$ cat src/rtl/vrot_pkg.sv
// Shared types, constants and the CORDIC arctangent table for the vector rotation core.
package vrot_pkg;

  localparam int ATAN_COUNT = 24;
  localparam int SQRT_STEPS = 32;
  localparam int DIV_STEPS  = 31;
  localparam int PRE_STAGES = 11;

  // 1/K of the CORDIC gain in Q2.30
  localparam logic signed [33:0] CORDIC_INV_GAIN = 34'sd652032874;
  // eighth of a turn in 32-bit turn units, used to pick the nearest quadrant
  localparam logic [31:0] EIGHTH_TURN = 32'h2000_0000;

  localparam logic [1:0] QUAD_0 = 2'd0;
  localparam logic [1:0] QUAD_1 = 2'd1;
  localparam logic [1:0] QUAD_2 = 2'd2;
  localparam logic [1:0] QUAD_3 = 2'd3;

  typedef logic signed [33:0] cw_t;
  typedef logic signed [39:0] par_t;
  typedef logic signed [31:0] w32_t;

  // CORDIC cell data
  typedef struct packed {
    cw_t        x;
    cw_t        y;
    cw_t        z;
    logic [1:0] quad;
  } cordic_t;

  // square root cell data
  typedef struct packed {
    logic [63:0] rem;
    logic [63:0] root;
  } sqrt_t;

  // divider cell data
  typedef struct packed {
    logic [61:0] rem;
    logic [32:0] den;
    logic [30:0] quo;
  } div_t;

  // per-item data that rides alongside the long cell chains
  typedef struct packed {
    par_t [2:0] p;
    w32_t [2:0] rs;
    w32_t [2:0] cn;
    logic [3:0] s;
    logic       zero;
    logic [32:0] rad;
  } side_t;

  // one finished result
  typedef struct packed {
    logic [31:0] x;
    logic [31:0] y;
    logic [31:0] z;
    logic        on_axis;
  } res_t;

  // arctangent of 2^-idx in 32-bit turn units
  function automatic logic [31:0] atan_turn(input int idx);
    logic [31:0] val;
    unique case (idx)
      0:  val = 32'd536870912;
      1:  val = 32'd316933406;
      2:  val = 32'd167458907;
      3:  val = 32'd85004756;
      4:  val = 32'd42667331;
      5:  val = 32'd21354465;
      6:  val = 32'd10679838;
      7:  val = 32'd5340245;
      8:  val = 32'd2670163;
      9:  val = 32'd1335087;
      10: val = 32'd667544;
      11: val = 32'd333772;
      12: val = 32'd166886;
      13: val = 32'd83443;
      14: val = 32'd41722;
      15: val = 32'd20861;
      16: val = 32'd10430;
      17: val = 32'd5215;
      18: val = 32'd2608;
      19: val = 32'd1304;
      20: val = 32'd652;
      21: val = 32'd326;
      22: val = 32'd163;
      23: val = 32'd81;
      default: val = 32'd0;
    endcase
    return val;
  endfunction

endpackage

$ cat src/rtl/vrot_sqrt_cell.sv
// One digit step of the 64-bit integer square root with its output register.
module vrot_sqrt_cell #(
  parameter int STEP = 0
) (
  input  logic            clk,
  input  logic            en,
  input  vrot_pkg::sqrt_t d,
  output vrot_pkg::sqrt_t q
);

  localparam logic [63:0] BIT = 64'd1 << (62 - 2 * STEP);

  logic [63:0]     trial;
  vrot_pkg::sqrt_t nx;

  // take the digit when the remainder covers root plus bit
  always_comb begin
    trial = d.root + BIT;
    if (d.rem >= trial) begin
      nx.rem  = d.rem - trial;
      nx.root = (d.root >> 1) + BIT;
    end else begin
      nx.rem  = d.rem;
      nx.root = d.root >> 1;
    end
  end

  always_ff @(posedge clk) begin
    if (en) begin
      q <= nx;
    end
  end

endmodule

$ cat config.mk
export PLATFORM = sky130hd
export DESIGN_NAME = vrot_sqrt_cell
export DESIGN_NICKNAME = d
export VERILOG_FILES = /design/src/rtl/vrot_pkg.sv /design/src/rtl/vrot_sqrt_cell.sv
export SDC_FILE = /design/constraint.sdc
export NUM_CORES = 1
export LEC_CHECK = 0
export BUFFER_PORTS_ARGS = -buffer_cell sky130_fd_sc_hd__buf_2
export CAP_MARGIN = 20
export CELL_PAD_IN_SITES_DETAIL_PLACEMENT = 1
export CELL_PAD_IN_SITES_GLOBAL_PLACEMENT = 2
export CORE_MARGIN = 2
export CORE_UTILIZATION = 32
export DETAILED_ROUTE_END_ITERATION = 10
export PLACE_DENSITY_LB_ADDON = 0.25
export RECOVER_POWER = 25
export SLEW_MARGIN = 10
export SYNTH_ARGS = -nofsm -noshare
export SYNTH_HDL_FRONTEND = slang
export SYNTH_SLANG_ARGS = --single-unit
$ cat constraint.sdc
create_clock -name clk -period 4 [get_ports clk]
set_clock_uncertainty 0.05 [all_clocks]
set_input_delay 0.2 -clock clk [delete_from_list [all_inputs] [get_ports clk]]
set_output_delay 0.2 -clock clk [all_outputs]
set_load 0.05 [all_outputs]
==> reports/metrics.yaml <==
outcome:
  status: "finished with violations"
  violations: "max-capacitance violations, max-slew violations"
sta:
  min_period_over_period: 0.960
  max_slew_margin: -0.838
  finalSetupTns_ns: 0
  rsz0062_at_grt: "no"
  holdWs_ns: 0.0441
  setup_viol: 0
  worst_slew_pin_slew_ns: 2.76
  finalCriticalPeriod_ns: 3.84
  slew_violations: 102
  max_freq_mhz: 260
  hold_violations: 0
floorplanning:
  die_y_microns: 168
  core_area_sq_mm: 0.0267
  die_w_microns: 168
  initial_core_util: 0.323
  dieArea_sq_mm: 0.0282
  rows: 60
  ios: 258
yosys:
  syn_area_sq_mm: 0.00861
  synth.distinct_cells: 58
  async_reset_ff_frac: 0
  avgSynthCellArea_sq_um: 9.73
  synth.area.mux_share: 0.0195
  synth_fa_ha_area_frac: 0.0953
  seq_area_frac_synth: 0.446
  synthSimpleGateAreaFrac: 0.132
  synth_top_family_by_area: "compound AO/OA/AOI/OAI gates"
  ys_ff_latch: 128
  syn_inst: 885
  syn_nets: 1080
  synth_warnings: 0
  synth_xor_area_frac: 0.0570
  synth-main-ff-cell: "edfxtp_1"
  synth_compound_area_frac: 0.198
  synth_edf_count: 128
placement:
  dpl.cell_count: 1458
  globalplace.congestion: 0.821
  numPortBuffers: 257
  hpwlAfterDp_microns: 20900
drt:
  drt-initial-drc-count: 259
  drc: 0
  routed_wl_microns: 27300
  drtPass1Iterations: 4
  ant_nets: 0
  routedWlPerCell_microns: 17.5
  vias: 7811
  viasPerCell: 5.03
clock_network:
  cts_made_buffers: 17
  clk_transition_reported_paths_ns: 0.06
  h-tree-depth: 4
  clockBufferDepth: 2
  cts_num_sinks: 128
  cts_root_buffer: "clkbuf_16"
  cts_tree: "done"
setup_path:
  crit_path_frequent_cell: "o21bai_1"
  slowest_stage: "o21bai_1"
  path_buf_inv: 3
  path_cells: "dlygate4sd3_1 > buf_2 > inv_1 > ha_1 > and2_1 > nand3_1 > or3_1 > a41oi_1 > and4_1 > o21bai_1 > o21bai_1 > a21boi_0 > xnor2_1 > mux2_2"
  path_class: "input port to register"
  start_kind: "input port"
  cp_top_family: "compound AO/OA/AOI/OAI gates"
  cp.required_ns: 4.11
  crit_path_max_fanout: 5
  crit_arrival_ns: 3.95
  end_kind: "register"
  cpPeakStageDelay_ns: 0.56
grt:
  antenna_found_initial: 2
  grt_overflow: 0
  grt_max_degree: 102
  grt_pass1_vias: 8190
  grt_pass1_wl_microns: 43700
  grtUsageTotal: 0.193
power:
  p_leak_nw: 5.10
  p_total_mw: 5.06
  power.density_mw_per_mm2: 442
  peakVddDrop_mv: 0.179
layout:
  final_cells: 1554
  area.growth.synth_to_final_pct: 32.9
  fill_cells: 3122
  nNetsFinal: 1395
  largestRegisters: "q (128)"
  mostFrequentLayoutCells: "202 x buf_2, 128 x edfxtp_1, 111 x a21oi_1"
  largest_reg_flops: 128
  layout-drive-gt1-share: 0.220
  final_common_cell: "buf_2"
  post-route-util: 0.429
  top_register: "q"
min_path:
  hold_class: "input port to register"
flow_run:
  drv_cap: 1
-- cells by family (layout without fill, tap and decap cells) --
family / after synthesis / in the layout
AO/OA/AOI/OAI: 272 / 272
AND/OR/NAND/NOR: 234 / 234
flip-flops: 128 / 128
buffers and inverters: 115 / 442
adder cells (fa/ha/maj): 65 / 65
XOR/XNOR: 56 / 56
multiplexers: 15 / 15
other: 0 / 1
-- through the flow --
stage | setup slack, ns | cell area (sq um)
3_5_place_dp | 0.133 | 10300
6_report | 0.160 | 11400
5_1_grt | 0.0277 | 11400
4_1_cts | 0.121 | 11500
2_1_floorplan | 0.887 | 8610
3_3_place_gp | 0.334 | 10300
-- area by class of cell --
cell class / instances / area [sq um] / share of cell area
Tap cell: 341 / 427 / 0.0373
Clock inverter: 14 / 141 / 0.0124
Antenna cell: 1 / 2.50 / 0.000219
Inverter: 78 / 293 / 0.0256
Timing Repair Buffer: 333 / 1980 / 0.173
Multi-Input combinational cell: 642 / 4330 / 0.378
Clock buffer: 17 / 425 / 0.0372
Sequential cell: 128 / 3840 / 0.336
-- routing by layer --
layer  routed length, microns  share of wire  vias to the layer above  GRT usage
met5                       11        0.00040                        -          0
met4                      385          0.014                        2     0.0510
met3                     1330          0.049                       21     0.0388
met2                    12800           0.47                      174      0.319
met1                    12800           0.47                     3756      0.259
li1                         -              -                     3858          -
-- where the power goes --
| group | internal, mW | switching [mW] |
|---|---|---|
| clock network | 0.914 | 0.653 |
| logic | 0.559 | 1.21 |
| registers | 1.68 | 0.0411 |
| total | 3.15 | 1.91 |
-- cell usage after synthesis (10+ instances only) --
library cell,instances,share of area
edfxtp_1,128,0.45
a21oi_1,111,0.065
nor2_1,82,0.036
inv_1,78,0.034
ha_1,64,0.093
nand2_1,52,0.023
a21o_1,49,0.043
o21ai_0,40,0.023
xnor2_1,36,0.037
clkbuf_1,25,0.011
xor2_1,20,0.020
nand4_1,18,0.013
nand3_1,14,0.0081
and3_1,13,0.0094
buf_2,11,0.0064
nor3_1,11,0.0064
o21bai_1,11,0.0096
and2_1,10,0.0073
mux2_2,10,0.013
nor2b_1,10,0.0073
-- final timing paths --
path | depth (start not counted) | start | slack [ns] | end
min | 2 | d[67] | 0.04 | q[67]
max | 14 | d[15] | 0.16 | q[118]
-- timing repair --
item | CTS | global route
hold buffers | 62 | 0
resized for setup | 0 | 2
endpoints found under the hold margin | 62 | 0
buffers inserted | 0 | 2
setup endpoints to repair | 0 | 6
(Power assumes the default switching activity.)
