$ cat config.mk
export PLATFORM = sky130hd
export DESIGN_NAME = vrot_div_cell
export DESIGN_NICKNAME = d
export VERILOG_FILES = /design/src/rtl/vrot_pkg.sv /design/src/rtl/vrot_div_cell.sv
export SDC_FILE = /design/constraint.sdc
export NUM_CORES = 1
export LEC_CHECK = 0
export ABC_AREA = 0
export BUFFER_PORTS_ARGS = -buffer_cell sky130_fd_sc_hd__buf_2
export CAP_MARGIN = 20
export CORE_MARGIN = 5
export CORE_UTILIZATION = 50
export DETAILED_ROUTE_END_ITERATION = 12
export GPL_ROUTABILITY_DRIVEN = 0
export PLACE_DENSITY = 0.79
export SETUP_SLACK_MARGIN = 0.1
export SYNTH_ARGS = -nofsm -noshare
export SYNTH_HDL_FRONTEND = slang
export SYNTH_SLANG_ARGS = --single-unit
$ cat constraint.sdc
create_clock -name clk -period 4.22 [get_ports clk]
set_input_delay 0.422 -clock clk [delete_from_list [all_inputs] [get_ports clk]]
set_output_delay 0.422 -clock clk [all_outputs]
set_load 0.03 [all_outputs]
$ cat src/rtl/vrot_pkg.sv
// Shared types, constants and the CORDIC arctangent table for the vector rotation core.
package vrot_pkg;

  localparam int ATAN_COUNT = 24;
  localparam int SQRT_STEPS = 32;
  localparam int DIV_STEPS  = 31;
  localparam int PRE_STAGES = 11;

  // 1/K of the CORDIC gain in Q2.30
  localparam logic signed [33:0] CORDIC_INV_GAIN = 34'sd652032874;
  // eighth of a turn in 32-bit turn units, used to pick the nearest quadrant
  localparam logic [31:0] EIGHTH_TURN = 32'h2000_0000;

  localparam logic [1:0] QUAD_0 = 2'd0;
  localparam logic [1:0] QUAD_1 = 2'd1;
  localparam logic [1:0] QUAD_2 = 2'd2;
  localparam logic [1:0] QUAD_3 = 2'd3;

  typedef logic signed [33:0] cw_t;
  typedef logic signed [39:0] par_t;
  typedef logic signed [31:0] w32_t;

  // CORDIC cell data
  typedef struct packed {
    cw_t        x;
    cw_t        y;
    cw_t        z;
    logic [1:0] quad;
  } cordic_t;

  // square root cell data
  typedef struct packed {
    logic [63:0] rem;
    logic [63:0] root;
  } sqrt_t;

  // divider cell data
  typedef struct packed {
    logic [61:0] rem;
    logic [32:0] den;
    logic [30:0] quo;
  } div_t;

  // per-item data that rides alongside the long cell chains
  typedef struct packed {
    par_t [2:0] p;
    w32_t [2:0] rs;
    w32_t [2:0] cn;
    logic [3:0] s;
    logic       zero;
    logic [32:0] rad;
  } side_t;

  // one finished result
  typedef struct packed {
    logic [31:0] x;
    logic [31:0] y;
    logic [31:0] z;
    logic        on_axis;
  } res_t;

  // arctangent of 2^-idx in 32-bit turn units
  function automatic logic [31:0] atan_turn(input int idx);
    logic [31:0] val;
    unique case (idx)
      0:  val = 32'd536870912;
      1:  val = 32'd316933406;
      2:  val = 32'd167458907;
      3:  val = 32'd85004756;
      4:  val = 32'd42667331;
      5:  val = 32'd21354465;
      6:  val = 32'd10679838;
      7:  val = 32'd5340245;
      8:  val = 32'd2670163;
      9:  val = 32'd1335087;
      10: val = 32'd667544;
      11: val = 32'd333772;
      12: val = 32'd166886;
      13: val = 32'd83443;
      14: val = 32'd41722;
      15: val = 32'd20861;
      16: val = 32'd10430;
      17: val = 32'd5215;
      18: val = 32'd2608;
      19: val = 32'd1304;
      20: val = 32'd652;
      21: val = 32'd326;
      22: val = 32'd163;
      23: val = 32'd81;
      default: val = 32'd0;
    endcase
    return val;
  endfunction

endpackage

$ cat src/rtl/vrot_div_cell.sv
// One quotient bit of a restoring unsigned divider with its output register.
module vrot_div_cell #(
  parameter int BITPOS = 0
) (
  input  logic           clk,
  input  logic           en,
  input  vrot_pkg::div_t d,
  output vrot_pkg::div_t q
);

  logic [63:0]    shifted;
  logic [63:0]    rem_w;
  vrot_pkg::div_t nx;

  // subtract the shifted divisor when it fits and set the quotient bit
  always_comb begin
    shifted = 64'(d.den) << BITPOS;
    rem_w   = {2'b00, d.rem};
    nx      = d;
    if (rem_w >= shifted) begin
      nx.rem         = 62'(rem_w - shifted);
      nx.quo[BITPOS] = 1'b1;
    end
  end

  always_ff @(posedge clk) begin
    if (en) begin
      q <= nx;
    end
  end

endmodule

==> results of run 1 <==
==> area by class of cell <==
cell class,count,share of cell area [%]
flip-flops and latches,126,42.5
multi-input cells,411,31.2
repair buffers,262,15.0
clock buffers,18,4.83
well taps,176,2.48
clock inverters,14,2.14
inverters,43,1.81
==> cell usage in the layout (no fill, tap or decap), types with 5 or more instances in the layout <==
cell type    n
ha_1        33
o211ai_1     5
o21ai_0     45
xnor2_1     36
nor3_1      10
nor2_1      28
nand3_1     10
clkbuf_16   17
o21bai_1     6
a21o_1      19
buf_2      252
buf_4       10
inv_1       43
nand4_1     13
a21oi_1     29
edfxtp_1   126
or4_1        5
and3_1       6
nand2b_1     9
a31oi_1      7
nand2_1     61
nor2b_1      5
nor4_1       8
xor2_1      20
==> metrics by stage <==
stage	util [%]	worst slack, ns
after global placement	62.2	0.494
after detailed placement	62.2	0.427
after CTS	66.9	0.833
after floorplan	-	0.837
after global routing	66.9	0.680
final	66.9	0.801
==> routing by layer <==
layer / vias to the layer above / track usage [%]
li1: 2751 / -
met1: 2616 / 27.5
met2: 313 / 39.4
met3: 34 / 6.98
met4: 2 / 9.09
met5: - / 0
==> report_power, final <==
group / switching [W] / total (W) / internal [W] / leakage (nW)
Combinational: 0.000592 / 0.000877 / 0.000285 / 2.34
Sequential: 0.0000339 / 0.00157 / 0.00154 / 1.23
Clock: 0.000560 / 0.00155 / 0.000988 / 0.300
==> worst max-delay path, cell delays in order <==
cell and delay (ns):
buf_2 0.12, or4_4 0.56, or4_4 0.47, or4_1 0.45
nor4_1 0.43, o31a_1 0.23, o211a_2 0.27, buf_4 0.29
nor3_1 0.12, nand3_1 0.14, xnor2_1 0.08
==> worst max path at each step <==
stage | from | end | slack, ns
after global placement | d[107] | q[101] | 0.49
after global routing | d[102] | q[101] | 0.68
after CTS | d[107] | q[101] | 0.83
after detailed placement | d[107] | q[101] | 0.43
after floorplan | d[107] | q[119] | 0.84
final | d[107] | q[101] | 0.80
==> logic make-up (layout without fill, tap and decap cells) <==
logic type,after synthesis,after routing
xor gates and xnor gates,56,56
AOI/OAI and AO/OA,143,143
DFF,126,126
and+or+nand+nor,174,174
adders and majority gates,34,34
muxes,4,4
buffers and inverters,62,337
==> impl_metrics.env, run 1 <==
export IMPL_setup_viol=0
export IMPL_avgSynthCellArea_sq_um=11.4
export IMPL_drt_iter0_drc=432
export IMPL_whs_path_depth=1
export IMPL_routed_via_density=5.44
export IMPL_ys_ff_latch=126
export IMPL_track_usage_pct=23.1
export IMPL_synth_xor_area_share_pct=7.20
export IMPL_p_leak_nw=3.88
export IMPL_die_area_sq_um=16000
export IMPL_grt_pass1_vias=5480
export IMPL_initial_core_util_pct=51.2
export IMPL_synthFlopType="edfxtp_1"
export IMPL_largestRegisters="q x126"
export IMPL_fill_cells=1019
export IMPL_rsz0062_at_grt="false"
export IMPL_m1WireLength_um=7260
export IMPL_largest_register="q"
export IMPL_first_pass_iters=5
export IMPL_cap_violations=0
export IMPL_insertedDiodeCount=0
export IMPL_antenna_left=0
export IMPL_min_period_ns=3.42
export IMPL_hold_class="input port to flip-flop"
export IMPL_syn2layout_area_growth_pct=30.6
export IMPL_postCtsSetupBuffers=0
export IMPL_wl_met3_um=1920
export IMPL_synthSimpleGateAreaFrac_pct=13.3
export IMPL_cts_tree="yes"
export IMPL_drc=0
export IMPL_post_dp_hpwl_um=14500
export IMPL_period_share_pct=81.0
export IMPL_irDropWorstVdd_v=0.000230
export IMPL_die_w_um=127
export IMPL_final_cells=1050
export IMPL_grt_ovfl_total=0
export IMPL_fp_coreArea_sq_um=13300
export IMPL_synth_top_cell_area_share_pct=55.6
export IMPL_yosysWarningCount=0
export IMPL_crit_required_ns=4.39
export IMPL_grt_pass1_wl_um=29000
export IMPL_ys_seq_area_share_pct=55.6
export IMPL_final_area_sq_um=8890
export IMPL_cts_sinks=126
export IMPL_hold_path_end="q[24]"
export IMPL_cp_arrival_ns=3.59
export IMPL_nets=1023
export IMPL_synth_edf_count=126
export IMPL_synth_compound_area_share_pct=13.2
export IMPL_synth_common_cells="edfxtp_1, nand2_1, o21ai_0, inv_1, xnor2_1"
export IMPL_start_kind="input port"
export IMPL_cts_buffers=17
export IMPL_rows=42
export IMPL_routedWlPerCell_um=18.2
export IMPL_cts_htree_levels=4
export IMPL_max_slew_margin_pct=49.2
export IMPL_yosysUniqueCellTypes=58
export IMPL_hold_violations=0
export IMPL_grt_max_degree=59
export IMPL_setup_worst_path_class="input port to flip-flop"
export IMPL_cts_max_path_buffers=2
export IMPL_yosysTopAreaCell="edfxtp_1"
export IMPL_syn_nets=761
export IMPL_multiInputGateArea_sq_um=2770
export IMPL_yosysMostFrequentCell="edfxtp_1"
export IMPL_fp_dieH_um=127
export IMPL_cts_hold_buffers=0
export IMPL_post_cts_resized=0
export IMPL_dp_cells=1018
export IMPL_largest_reg_flops=126
export IMPL_dr_wl_met2_um=9420
export IMPL_drive_above_1_share_pct=34.9
export IMPL_power_density_nw_per_um2=449
export IMPL_synth_adder_area_share_pct=6.36
export IMPL_wl_um=19100
export IMPL_antenna_found_initial=1
export IMPL_cts_root_buf="clkbuf_16"
export IMPL_hold_slack_ns=0.171
export IMPL_status="finished, final reports clean"
export IMPL_synth_mux_area_fraction_pct=0.643
export IMPL_synth_area_sq_um=6810
export IMPL_vias=5716
export IMPL_place_area_sq_um=8270
export IMPL_worst_slew_pin_slew_ns=0.762
export IMPL_syn_inst=599
export IMPL_ios=254
export IMPL_hold_start="d[24]"
export IMPL_cp_max_fo=27
export IMPL_io_buffers=253
export IMPL_drv_slew=0
export IMPL_crit_path_end_kind="flip-flop"
export IMPL_clk_pin_slew_ns=0.06
export IMPL_ff_latch_area_sq_um=3780
export IMPL_synthTopCellsByArea="edfxtp_1, ha_1, xnor2_1"
export IMPL_fin_tns_setup_ns=0
export IMPL_fmax_ghz=0.293
export IMPL_synth_top_family_by_area="simple AND/OR/NAND/NOR gates"
export IMPL_total_power_w=0.00400
export IMPL_top_layer_used="met5"
export IMPL_asyncSetResetFlopFracSynth_pct=0
No activity file was read; power rests on OpenSTA's default activity.
==> inputs of run 2 (changes only) <==
==> constraint.sdc (replaced) <==
create_clock -name clk -period 3.6 [get_ports clk]
set_input_delay 0.36 -clock clk [delete_from_list [all_inputs] [get_ports clk]]
set_output_delay 0.36 -clock clk [all_outputs]
set_load 0.03 [all_outputs]
==> run 2 against run 1 <==
Against the previous run: setup slack worse by 0.40 ns; global-route usage up 0.50 points; clock-buffer cell count down 1; non-clock buffer count up 13; cell count up 1.1%; sequential share of layout area down 0.57 points; clock power up 16%; combinational power up 20%; sequential power up 17%; critical path type unchanged; highest routed layer unchanged.
==> impl_metrics.env, run 2 (same netlist as run 1, synthesis figures left out) <==
export IMPL_largest_register="q"
export IMPL_multiInputGateArea_sq_um=2770
export IMPL_nets=1036
export IMPL_hold_path_end="q[9]"
export IMPL_antenna_found_initial=1
export IMPL_clk_pin_slew_ns=0.06
export IMPL_fp_dieH_um=127
export IMPL_irDropWorstVdd_v=0.000240
export IMPL_io_buffers=253
export IMPL_worst_slew_pin_slew_ns=0.831
export IMPL_whs_path_depth=1
export IMPL_post_dp_hpwl_um=14500
export IMPL_syn2layout_area_growth_pct=32.4
export IMPL_cts_buffers=17
export IMPL_grt_max_degree=66
export IMPL_max_slew_margin_pct=44.6
export IMPL_cts_sinks=126
export IMPL_min_period_ns=3.20
export IMPL_slowest_delay_ns=0.56
export IMPL_pre_cts_slack_ns=-0.0176
export IMPL_cts_root_buf="clkbuf_16"
export IMPL_cp_common_cell="or4_4"
export IMPL_post_cts_resized=0
export IMPL_grt_pass1_wl_um=29800
export IMPL_drc=0
export IMPL_die_w_um=127
export IMPL_rows=42
export IMPL_power_density_nw_per_um2=521
export IMPL_drt_iter0_drc=464
export IMPL_rsz0062_at_grt="false"
export IMPL_place_area_sq_um=8400
export IMPL_p_leak_nw=3.94
export IMPL_largest_reg_flops=126
export IMPL_cp_max_fo=35
export IMPL_cap_violations=0
export IMPL_critical_path_top_delay_family="simple AND/OR/NAND/NOR gates"
export IMPL_initial_core_util_pct=51.2
export IMPL_postCtsSetupBuffers=0
export IMPL_hold_start="d[9]"
export IMPL_crit_required_ns=3.74
export IMPL_antenna_left=0
export IMPL_fp_coreArea_sq_um=13300
export IMPL_ios=254
export IMPL_routedWlPerCell_um=18.1
export IMPL_cp_num_buf_inv=2
export IMPL_wl_um=19200
export IMPL_hold_class="input port to flip-flop"
export IMPL_grt_pass1_vias=5767
export IMPL_final_cell_mix="buf_2, edfxtp_1, nand2_1, o21ai_0, inv_1"
export IMPL_insertedDiodeCount=0
export IMPL_die_area_sq_um=16000
export IMPL_first_pass_iters=8
export IMPL_grt_ovfl_total=0
export IMPL_setup_ws_ns=0.405
export IMPL_final_common_cell="buf_2"
export IMPL_crit_path_end_kind="flip-flop"
export IMPL_largestRegisters="q x126"
export IMPL_cts_tree="yes"
export IMPL_final_area_sq_um=9010
export IMPL_drive_above_1_share_pct=35.8
export IMPL_ff_latch_area_sq_um=3780
export IMPL_cp_slowest_cell="or4_4"
export IMPL_cp_cell_sequence="buf_2 -> or4_4 -> or4_4 -> or4_1 -> nor4_1 -> o31a_1 -> o211a_2 -> buf_12 -> nor3_1 -> xor2_1"
export IMPL_cp_arrival_ns=3.33
export IMPL_cts_max_path_buffers=2
export IMPL_drv_slew=0
export IMPL_fmax_ghz=0.313
export IMPL_period_share_pct=88.8
export IMPL_cts_hold_buffers=0
export IMPL_routed_via_density=5.47
export IMPL_setup_worst_path_class="input port to flip-flop"
export IMPL_start_kind="input port"
export IMPL_hold_violations=0
export IMPL_cts_htree_levels=4
export IMPL_track_usage_pct=23.6
export IMPL_fill_cells=967
export IMPL_setup_viol=0
export IMPL_status="finished, final reports clean"
export IMPL_vias=5814
-- run 2: worst max-delay path by stage --
stage              to    from  slack, ns  cells past startpoint
6_report        q[97]  d[107]       0.40                     10
5_1_grt         q[66]  d[107]       0.24                      9
4_1_cts         q[97]  d[107]       0.41                     10
3_5_place_dp    q[97]  d[107]      -0.02                     10
3_3_place_gp   q[101]  d[107]        0.1                     11
2_1_floorplan  q[119]  d[107]       0.28                     11
-- run 2: metal layers --
layer  vias up  routed length [um]  GRT usage [%]
met2       276                9480           40.6
li1       2777                   -              -
met1      2720                7580           28.8
met5         -                  13              0
met3        39                1610           6.31
met4         2                 503           8.26
-- run 2: layout make-up --
cell class	instances	area share, %
tap	176	2.44
multi-input combinational	411	30.8
clock buffer	17	4.72
sequential	126	42.0
inverter	43	1.79
timing repair buffer	275	16.2
clock inverter	14	2.12
-- run 2: power breakdown --
part | total, W | switching, W | internal [W]
combinational | 0.00105 | 0.000700 | 0.000349
clock | 0.00180 | 0.000650 | 0.00115
sequential | 0.00184 | 0.0000399 | 0.00180
total | 0.00469 | 0.00139 | 0.00330
-- run 2: per-stage QoR --
| step | power, W | hold WS (ns) | std cells | TNS, ns | util [%] |
|---|---|---|---|---|---|
| after global placement | 0.00289 | 0.536 | 1031 | 0 | 63.2 |
| after global routing | 0.00488 | 0.0931 | 1062 | 0 | 67.8 |
| after detailed placement | 0.00291 | 0.539 | 1031 | -0.0176 | 63.2 |
| final | 0.00469 | 0.111 | 1062 | 0 | 67.8 |
| after CTS | 0.00472 | 0.100 | 1062 | 0 | 67.8 |
| after floorplan | 0.00253 | 0.459 | 599 | 0 | - |
