[src/rtl/vrot_pkg.sv]
// Shared types, constants and the CORDIC arctangent table for the vector rotation core.
package vrot_pkg;

  localparam int ATAN_COUNT = 24;
  localparam int SQRT_STEPS = 32;
  localparam int DIV_STEPS  = 31;
  localparam int PRE_STAGES = 11;

  // 1/K of the CORDIC gain in Q2.30
  localparam logic signed [33:0] CORDIC_INV_GAIN = 34'sd652032874;
  // eighth of a turn in 32-bit turn units, used to pick the nearest quadrant
  localparam logic [31:0] EIGHTH_TURN = 32'h2000_0000;

  localparam logic [1:0] QUAD_0 = 2'd0;
  localparam logic [1:0] QUAD_1 = 2'd1;
  localparam logic [1:0] QUAD_2 = 2'd2;
  localparam logic [1:0] QUAD_3 = 2'd3;

  typedef logic signed [33:0] cw_t;
  typedef logic signed [39:0] par_t;
  typedef logic signed [31:0] w32_t;

  // CORDIC cell data
  typedef struct packed {
    cw_t        x;
    cw_t        y;
    cw_t        z;
    logic [1:0] quad;
  } cordic_t;

  // square root cell data
  typedef struct packed {
    logic [63:0] rem;
    logic [63:0] root;
  } sqrt_t;

  // divider cell data
  typedef struct packed {
    logic [61:0] rem;
    logic [32:0] den;
    logic [30:0] quo;
  } div_t;

  // per-item data that rides alongside the long cell chains
  typedef struct packed {
    par_t [2:0] p;
    w32_t [2:0] rs;
    w32_t [2:0] cn;
    logic [3:0] s;
    logic       zero;
    logic [32:0] rad;
  } side_t;

  // one finished result
  typedef struct packed {
    logic [31:0] x;
    logic [31:0] y;
    logic [31:0] z;
    logic        on_axis;
  } res_t;

  // arctangent of 2^-idx in 32-bit turn units
  function automatic logic [31:0] atan_turn(input int idx);
    logic [31:0] val;
    unique case (idx)
      0:  val = 32'd536870912;
      1:  val = 32'd316933406;
      2:  val = 32'd167458907;
      3:  val = 32'd85004756;
      4:  val = 32'd42667331;
      5:  val = 32'd21354465;
      6:  val = 32'd10679838;
      7:  val = 32'd5340245;
      8:  val = 32'd2670163;
      9:  val = 32'd1335087;
      10: val = 32'd667544;
      11: val = 32'd333772;
      12: val = 32'd166886;
      13: val = 32'd83443;
      14: val = 32'd41722;
      15: val = 32'd20861;
      16: val = 32'd10430;
      17: val = 32'd5215;
      18: val = 32'd2608;
      19: val = 32'd1304;
      20: val = 32'd652;
      21: val = 32'd326;
      22: val = 32'd163;
      23: val = 32'd81;
      default: val = 32'd0;
    endcase
    return val;
  endfunction

endpackage

[src/rtl/vrot_cordic_cell.sv]
// One rotation-mode CORDIC step with its output register.
module vrot_cordic_cell #(
  parameter int STEP = 0
) (
  input  logic              clk,
  input  logic              en,
  input  vrot_pkg::cordic_t d,
  output vrot_pkg::cordic_t q
);

  vrot_pkg::cw_t     dx;
  vrot_pkg::cw_t     dy;
  vrot_pkg::cw_t     da;
  vrot_pkg::cordic_t nx;

  // rotate toward zero residual angle, shifts floor
  always_comb begin
    dx      = $signed(d.y) >>> STEP;
    dy      = $signed(d.x) >>> STEP;
    da      = 34'(vrot_pkg::atan_turn(STEP));
    nx.quad = d.quad;
    if (!d.z[33]) begin
      nx.x = $signed(d.x) - dx;
      nx.y = $signed(d.y) + dy;
      nx.z = $signed(d.z) - da;
    end else begin
      nx.x = $signed(d.x) + dx;
      nx.y = $signed(d.y) - dy;
      nx.z = $signed(d.z) + da;
    end
  end

  always_ff @(posedge clk) begin
    if (en) begin
      q <= nx;
    end
  end

endmodule

[config.mk]
export PLATFORM = sky130hd
export DESIGN_NAME = vrot_cordic_cell
export DESIGN_NICKNAME = d
export VERILOG_FILES = /design/src/rtl/vrot_pkg.sv /design/src/rtl/vrot_cordic_cell.sv
export SDC_FILE = /design/constraint.sdc
export NUM_CORES = 1
export LEC_CHECK = 0
export BUFFER_PORTS_ARGS = -buffer_cell sky130_fd_sc_hd__clkbuf_2
export CAP_MARGIN = 20
export CORE_MARGIN = 1.5
export CORE_UTILIZATION = 40
export CTS_BUF_LIST = sky130_fd_sc_hd__clkbuf_8
export CTS_CLUSTER_SIZE = 10
export DETAILED_ROUTE_END_ITERATION = 10
export PLACE_DENSITY = 0.71
export SLEW_MARGIN = 10
export SYNTH_ARGS = -nofsm -noshare
export SYNTH_HDL_FRONTEND = slang
export SYNTH_SLANG_ARGS = --single-unit
[constraint.sdc]
create_clock -name clk -period 8.17 [get_ports clk]
set_clock_uncertainty 0.2 [all_clocks]
set_input_delay 1.634 -clock clk [delete_from_list [all_inputs] [get_ports clk]]
set_output_delay 1.634 -clock clk [all_outputs]
set_load 0.05 [all_outputs]
==> results.yml, run 1 <==
run_status:
  status: "complete, no violations"
hold_path:
  hold_path_class: "in2reg"
  min_to: "q[16]"
  holdPathStages: 1
  min_from: "d[16]"
timing:
  slew_viol_final: 0
  fin_setup_tns_ns: 0
  hold_viol: 0
  holdWs_ns: 1.21
  setup_viol: 0
  timing.final.crit_share_pct: 61.9
  slew-limit-headroom_pct: 35.8
  fin_crit_ns: 5.06
  rsz0062_at_grt: "false"
  worst_slew_pin_slew_ns: 0.950
  fmax_ghz: 0.198
global_route:
  grt_pass1_vias: 7861
  antenna_found_initial: 0
  grt_pass1_wl_mm: 42.0
  grt_usage_pct: 22.3
  grt_overflow_total: 0
  grt_max_degree: 77
setup_path:
  cp_num_buf_inv: 2
  critPathRequiredTime_ns: 8.09
  critical_path_class: "in2reg"
  slowest_delay_ns: 0.44
  cp_top_family: "compound AO/OA/AOI/OAI gates"
  crit_slowest_cell: "ha_1"
  startpoint_type: "input pin"
  worstPathArrival_ns: 4.98
  crit_path_max_fanout: 11
  cp-end-kind: "register"
  cpMostUsedCell: "a31oi_1"
  cp_cell_sequence: "clkbuf_2 -> inv_1 -> ha_1 -> nor2b_1 -> or3_1 -> a21oi_1 -> o21bai_2 -> a31oi_1 -> o31ai_2 -> a31oi_1 -> o41a_1 -> o32ai_1 -> xnor2_1"
floorplanning:
  initial_core_util_pct: 41.3
  coreArea_um2: 22000
  fp.dieW_um: 154
  io_pins: 210
  die_h_um: 154
  rows: 54
  die_area_um2: 23600
routing:
  routed_wl_mm: 26.8
  num_vias: 8216
  wl_per_cell_um: 18.3
  postRouteAntennaNets: 0
  routed_via_density: 5.63
  drc_errors: 0
  dr.pass1.iters: 5
  drt_iter0_drc: 647
power_and_ir_drop:
  leakage_nw: 4.64
  swShare_pct: 44.9
  p_sw_uw: 853
  power_density_nw_per_um2: 181
  power_frac_comb_pct: 46.6
  vdd_drop_max_mv: 0.0745
  pwr-share-clk_pct: 16.5
  seqPwrFrac_pct: 36.9
  power.internal_mw: 1.05
  power_mw: 1.90
cells_and_area:
  top_regs: "q x103"
  regMostFlops: "q"
  final_common_cell: "clkbuf_2"
  largest_reg_flops: 103
  layout_common_cells: "208 x clkbuf_2, 118 x a21oi_1, 103 x edfxtp_1, 102 x ha_1, 99 x nor2_1"
  diodes: 0
  final_cells: 1460
  design_area_um2: 10500
  drive_above_1_share_pct: 21.5
  fillers: 2177
  fin_nets: 1387
  area_growth_pct: 15.3
clock_tree:
  cts_resized: 0
  htreeDepth: 3
  cts_setup_buffers: 0
  cts_buffer_depth: 2
  cts_hold_buffers: 0
  cts_buffers: 9
  cts_sinks: 103
  clk_pin_slew_worst_paths_ns: 0.12
  cts_tree: "yes"
  cts_root_buffer: "clkbuf_8"
yosys:
  synth_top_area_cell: "edfxtp_1"
  synthArstFlopShare_pct: 0
  yosys_most_used_dff: "edfxtp_1"
  synth_nets: 1211
  synth.avg_cell_area_um2: 9.10
  synth_edf_count: 103
  synth_top_cells_by_area: "edfxtp_1 34%, ha_1 14%, a21oi_1 6.5%"
  seq_area_frac_synth_pct: 34.0
  synth_top_area_share_pct: 34.0
  ys_seq_elements: 103
  synth_area_um2: 9090
  syn_inst: 999
  synth_cell_type_count: 80
  yosysWarningCount: 0
placed_design:
  port-buffer-count: 209
  post_dp_cell_area_um2: 10300
  placedCellCount: 1444
  place.gp.congestion: 1.02
  dpl.hpwl_mm: 21.3
flow_run:
  cap_violations: 0
kinds of logic (layout without fill, tap and decap cells):
| family | count (synthesis) | count (layout) | share of synthesized area (%) |
|---|---|---|---|
| xor+xnor | 69 | 69 | 6.65 |
| flops | 103 | 103 | 34.0 |
| mux | 16 | 16 | 1.76 |
| buf+inv | 150 | 331 | 6.76 |
| simple gates | 236 | 236 | 12.3 |
| fa+ha+maj | 106 | 106 | 14.9 |
| compound gates | 319 | 319 | 23.6 |
power groups by stage:
stage	Sequential [mW]	Combinational (mW)	Clock, mW
CTS	0.703	0.879	0.325
global placement	0.713	0.870	0
floorplan	0.976	0.382	0
detailed placement	0.715	0.876	0
finish	0.701	0.886	0.314
global route	0.709	0.942	0.345
worst max-delay path by stage:
stage / startpoint / endpoint / slack (ns) / cells past startpoint
floorplan: d[36] / q[66] / 3.74 / 12
global placement: d[38] / q[100] / 2.85 / 13
detailed placement: d[38] / q[100] / 2.86 / 13
CTS: d[38] / q[100] / 3.27 / 13
global route: d[44] / q[99] / 2.99 / 13
finish: d[38] / q[100] / 3.11 / 13
layer usage:
metal  vias to the layer above  GRT usage, %  routed length [um]
met1                      3896          32.1               12300
li1                       3931             -                   -
met3                        36          3.10                1880
met2                       353          34.7               12000
met4                         0          6.80                 545
met5                         -             0                   0
stage by stage:
stage	setup WS [ns]	utilization, %
floorplan	3.74	-
global placement	2.85	46.7
detailed placement	2.86	46.7
CTS	3.27	47.6
global route	2.99	47.6
finish	3.11	47.6
Yosys cell counts (4+ instances only):
library cell and instances:
buf_2 6, nand4_1 10, o311ai_0 4, xor2_1 4, xnor2_1 65, a2111oi_0 4, inv_1 96, nand2b_1 8
a31oi_1 5, nor2b_1 11, o21bai_1 22, or4_1 4, a211oi_1 6, or3_1 4, clkinv_1 6, o21ai_1 4
or2_2 4, o21ai_0 50, buf_4 6, a21o_1 21, a21oi_1 118, o21a_1 11, ha_1 102, o31a_1 6
edfxtp_1 103, o211ai_1 6, fa_1 4, clkbuf_1 20, nand2_1 43, nor4_1 5, nor3_1 23, o31ai_1 10
nor2_1 99, mux2i_1 16, buf_1 12, nand3_1 11
area by class of cell:
type / count / area (um^2) / share of cell area [%]
sequential: 103 / 3090 / 29.5
clock buffer: 9 / 124 / 1.18
inverter: 103 / 392 / 3.74
timing repair buffer: 212 / 1070 / 10.2
tap: 280 / 350 / 3.34
clock inverter: 7 / 66.3 / 0.633
multi-input combinational: 746 / 5380 / 51.4
Note: power is estimated with default switching activity, not from simulation.
==> run 2: changes to the inputs <==
- ABC_AREA: unset -> 1
- PLACE_DENSITY: 0.71 -> 0.72
- clock period: 8.17 -> 4.4 ns (I/O delays scaled with it)
==> run 2 against run 1 <==
Against the previous run: first-iteration DRC count increased by 45%; largest power group unchanged; die area increased by 16%; final cell count increased by 43%; global-route usage increased by 4.2 points; critical endpoint is now q[91]; cell area increased by 15%; clock power increased by 140%; total power increased by 96%; sequential share of layout area decreased by 3.9 points; worst hold slack got worse by 0.78 ns; synthesized cell count increased by 57%; setup slack got worse by 1.8 ns; largest cell class unchanged.
==> results.yml, run 2 <==
floorplanning:
  die_area_um2: 27400
  io_pins: 210
  rows: 59
  initial_core_util_pct: 40.7
  fp.dieW_um: 166
  die_h_um: 166
  coreArea_um2: 26000
setup_path:
  slowest_delay_ns: 0.65
  cpMostUsedCell: "nand2_1"
  cp_cell_sequence: "clkbuf_2 -> inv_1 -> ha_1 -> nand2_1 -> nor2_1 -> a21oi_1 -> o21ai_1 -> nand2_1 -> nand2_1 -> nand2_1 -> nand3_1 -> nand2_1"
  startpoint_type: "input pin"
  crit_path_max_fanout: 13
  worstSetupEndpoint: "q[91]"
  critical_path_class: "in2reg"
  crit_cells: 12
  cp_num_buf_inv: 2
  cp-end-kind: "register"
  cp_top_family: "simple AND/OR/NAND/NOR gates"
  critPathRequiredTime_ns: 4.35
  worstPathArrival_ns: 3.08
  crit_slowest_cell: "ha_1"
  critPathLaunch: "d[40]"
routing:
  routed_via_density: 5.32
  drt_iter0_drc: 941
  postRouteAntennaNets: 0
  routed_wl_mm: 36.9
  drc_errors: 0
  wl_per_cell_um: 17.7
  num_vias: 11100
  dr.pass1.iters: 6
global_route:
  grt_pass1_wl_mm: 56.9
  gr-max-usage-layer: "met2"
  grt_use_met2_pct: 41.5
  grt_overflow_total: 0
  grt_pass1_vias: 10500
  met1_usage_pct: 37.6
  antenna_found_initial: 0
  grt_usage_pct: 26.5
  grt_use_met3_pct: 4.11
  grt_max_degree: 59
timing:
  rsz0062_at_grt: "false"
  timing.final.crit_share_pct: 71.1
  setup_ws_ns: 1.27
  fin_crit_ns: 3.13
  fin_setup_tns_ns: 0
  fmax_ghz: 0.320
  slew_viol_final: 0
  setup_viol: 0
  worst_slew_pin_slew_ns: 0.855
  slew-limit-headroom_pct: 42.9
  hold_viol: 0
yosys:
  synth.avg_cell_area_um2: 6.73
  ys_seq_elements: 103
  synth_area_um2: 10600
  synthTopCellsByCount: "456 x nand2_1, 232 x inv_1, 164 x nand3_1"
  yosysWarningCount: 0
  synthArstFlopShare_pct: 0
  synth_top_area_cell: "edfxtp_1"
  synth_edf_count: 103
  synth_top_area_share_pct: 29.2
  synth_cell_type_count: 42
  synth.most_common_cell: "nand2_1"
  syn_inst: 1571
  synth_nets: 1783
  seq_area_frac_synth_pct: 29.2
  yosys_most_used_dff: "edfxtp_1"
  synth_top_cells_by_area: "edfxtp_1 29%, nand2_1 16%, ha_1 12%"
hold_path:
  hold_path_class: "in2reg"
placed_design:
  dpl.hpwl_mm: 30.4
  place.gp.congestion: 0.979
  port-buffer-count: 209
  place_ws_ns: 0.842
clock_tree:
  cts_setup_buffers: 0
  cts_buffers: 9
  cts_buffer_depth: 2
  cts_tree: "yes"
  cts_hold_buffers: 0
  htreeDepth: 3
  cts_resized: 0
  clk_pin_slew_worst_paths_ns: 0.14
  cts_root_buffer: "clkbuf_8"
  cts_sinks: 103
power_and_ir_drop:
  power_mw: 3.72
  vdd_drop_max_mv: 0.173
  power_density_nw_per_um2: 309
  leakage_nw: 6.23
cells_and_area:
  layout_common_cells: "456 x nand2_1, 231 x inv_1, 208 x clkbuf_2, 164 x nand3_1, 135 x nor2_1"
  fin_util_pct: 46.4
  fin_nets: 1963
  final_common_cell: "nand2_1"
  top_regs: "q x103"
  area_growth_pct: 13.9
  regMostFlops: "q"
  drive_above_1_share_pct: 15.1
  largest_reg_flops: 103
  diodes: 0
flow_run:
  cap_violations: 0
run_status:
  status: "complete, no violations"
-- run 2: cell types whose count changed after synthesis, moves of 10 or more --
| cell | change |
|---|---|
| a21o_1 | -15 |
| a21oi_1 | -14 |
| buf_1 | -11 |
| inv_1 | +136 |
| mux2i_1 | -16 |
| nand2_1 | +413 |
| nand3_1 | +153 |
| nor2_1 | +36 |
| nor2b_1 | -11 |
| nor3_1 | -11 |
| o21ai_0 | +33 |
| o31ai_1 | -10 |
| xnor2_1 | -65 |
| xor2_1 | +23 |
-- run 2: cell families (layout without fill, tap and decap cells) --
kind of cell,count (synthesis),in the layout,synth area share (%)
buffers and inverters,283,468,11.0
adders and majority gates,106,106,12.8
DFF,103,103,29.2
AOI/OAI and AO/OA,239,239,12.3
and+or+nand+nor,813,813,32.4
xor gates and xnor gates,27,27,2.24
-- run 2: metal layers --
layer  vias up  share of wire (%)
li1       5446                  -
met1      5158                 46
met2       470                 43
met3        53                8.2
met4         0                2.4
met5         -                  0
-- run 2: final cells by class --
type,instances,area (um^2)
Clock buffer,9,124
Clock inverter,7,100
Fill cell,2795,13900
Inverter,237,890
Multi-Input combinational cell,1185,6320
Sequential cell,103,3090
Tap cell,335,419
Timing Repair Buffer,215,1110
-- run 2: how the worst min path moves through the flow --
stage	from	to	depth (start not counted)
after floorplan	d[0]	q[0]	0
final	d[0]	q[0]	1
after global routing	d[20]	q[20]	1
after global placement	d[0]	q[0]	1
after CTS	d[0]	q[0]	1
after detailed placement	d[18]	q[18]	1
-- run 2: power breakdown --
group	switching (mW)	internal [mW]	total [mW]
logic	1.27	0.433	1.71
clock network	0.457	0.283	0.740
registers	0.0400	1.23	1.27
-- run 2: per-stage QoR --
step / hold slack [ns] / instance area, um^2 / cells
2_1_floorplan: 0.779 / 10600 / 1571
5_1_grt: 0.420 / 12100 / 2091
3_3_place_gp: 0.857 / 11800 / 2075
3_5_place_dp: 0.859 / 11800 / 2075
6_report: 0.435 / 12100 / 2091
4_1_cts: 0.424 / 12100 / 2091
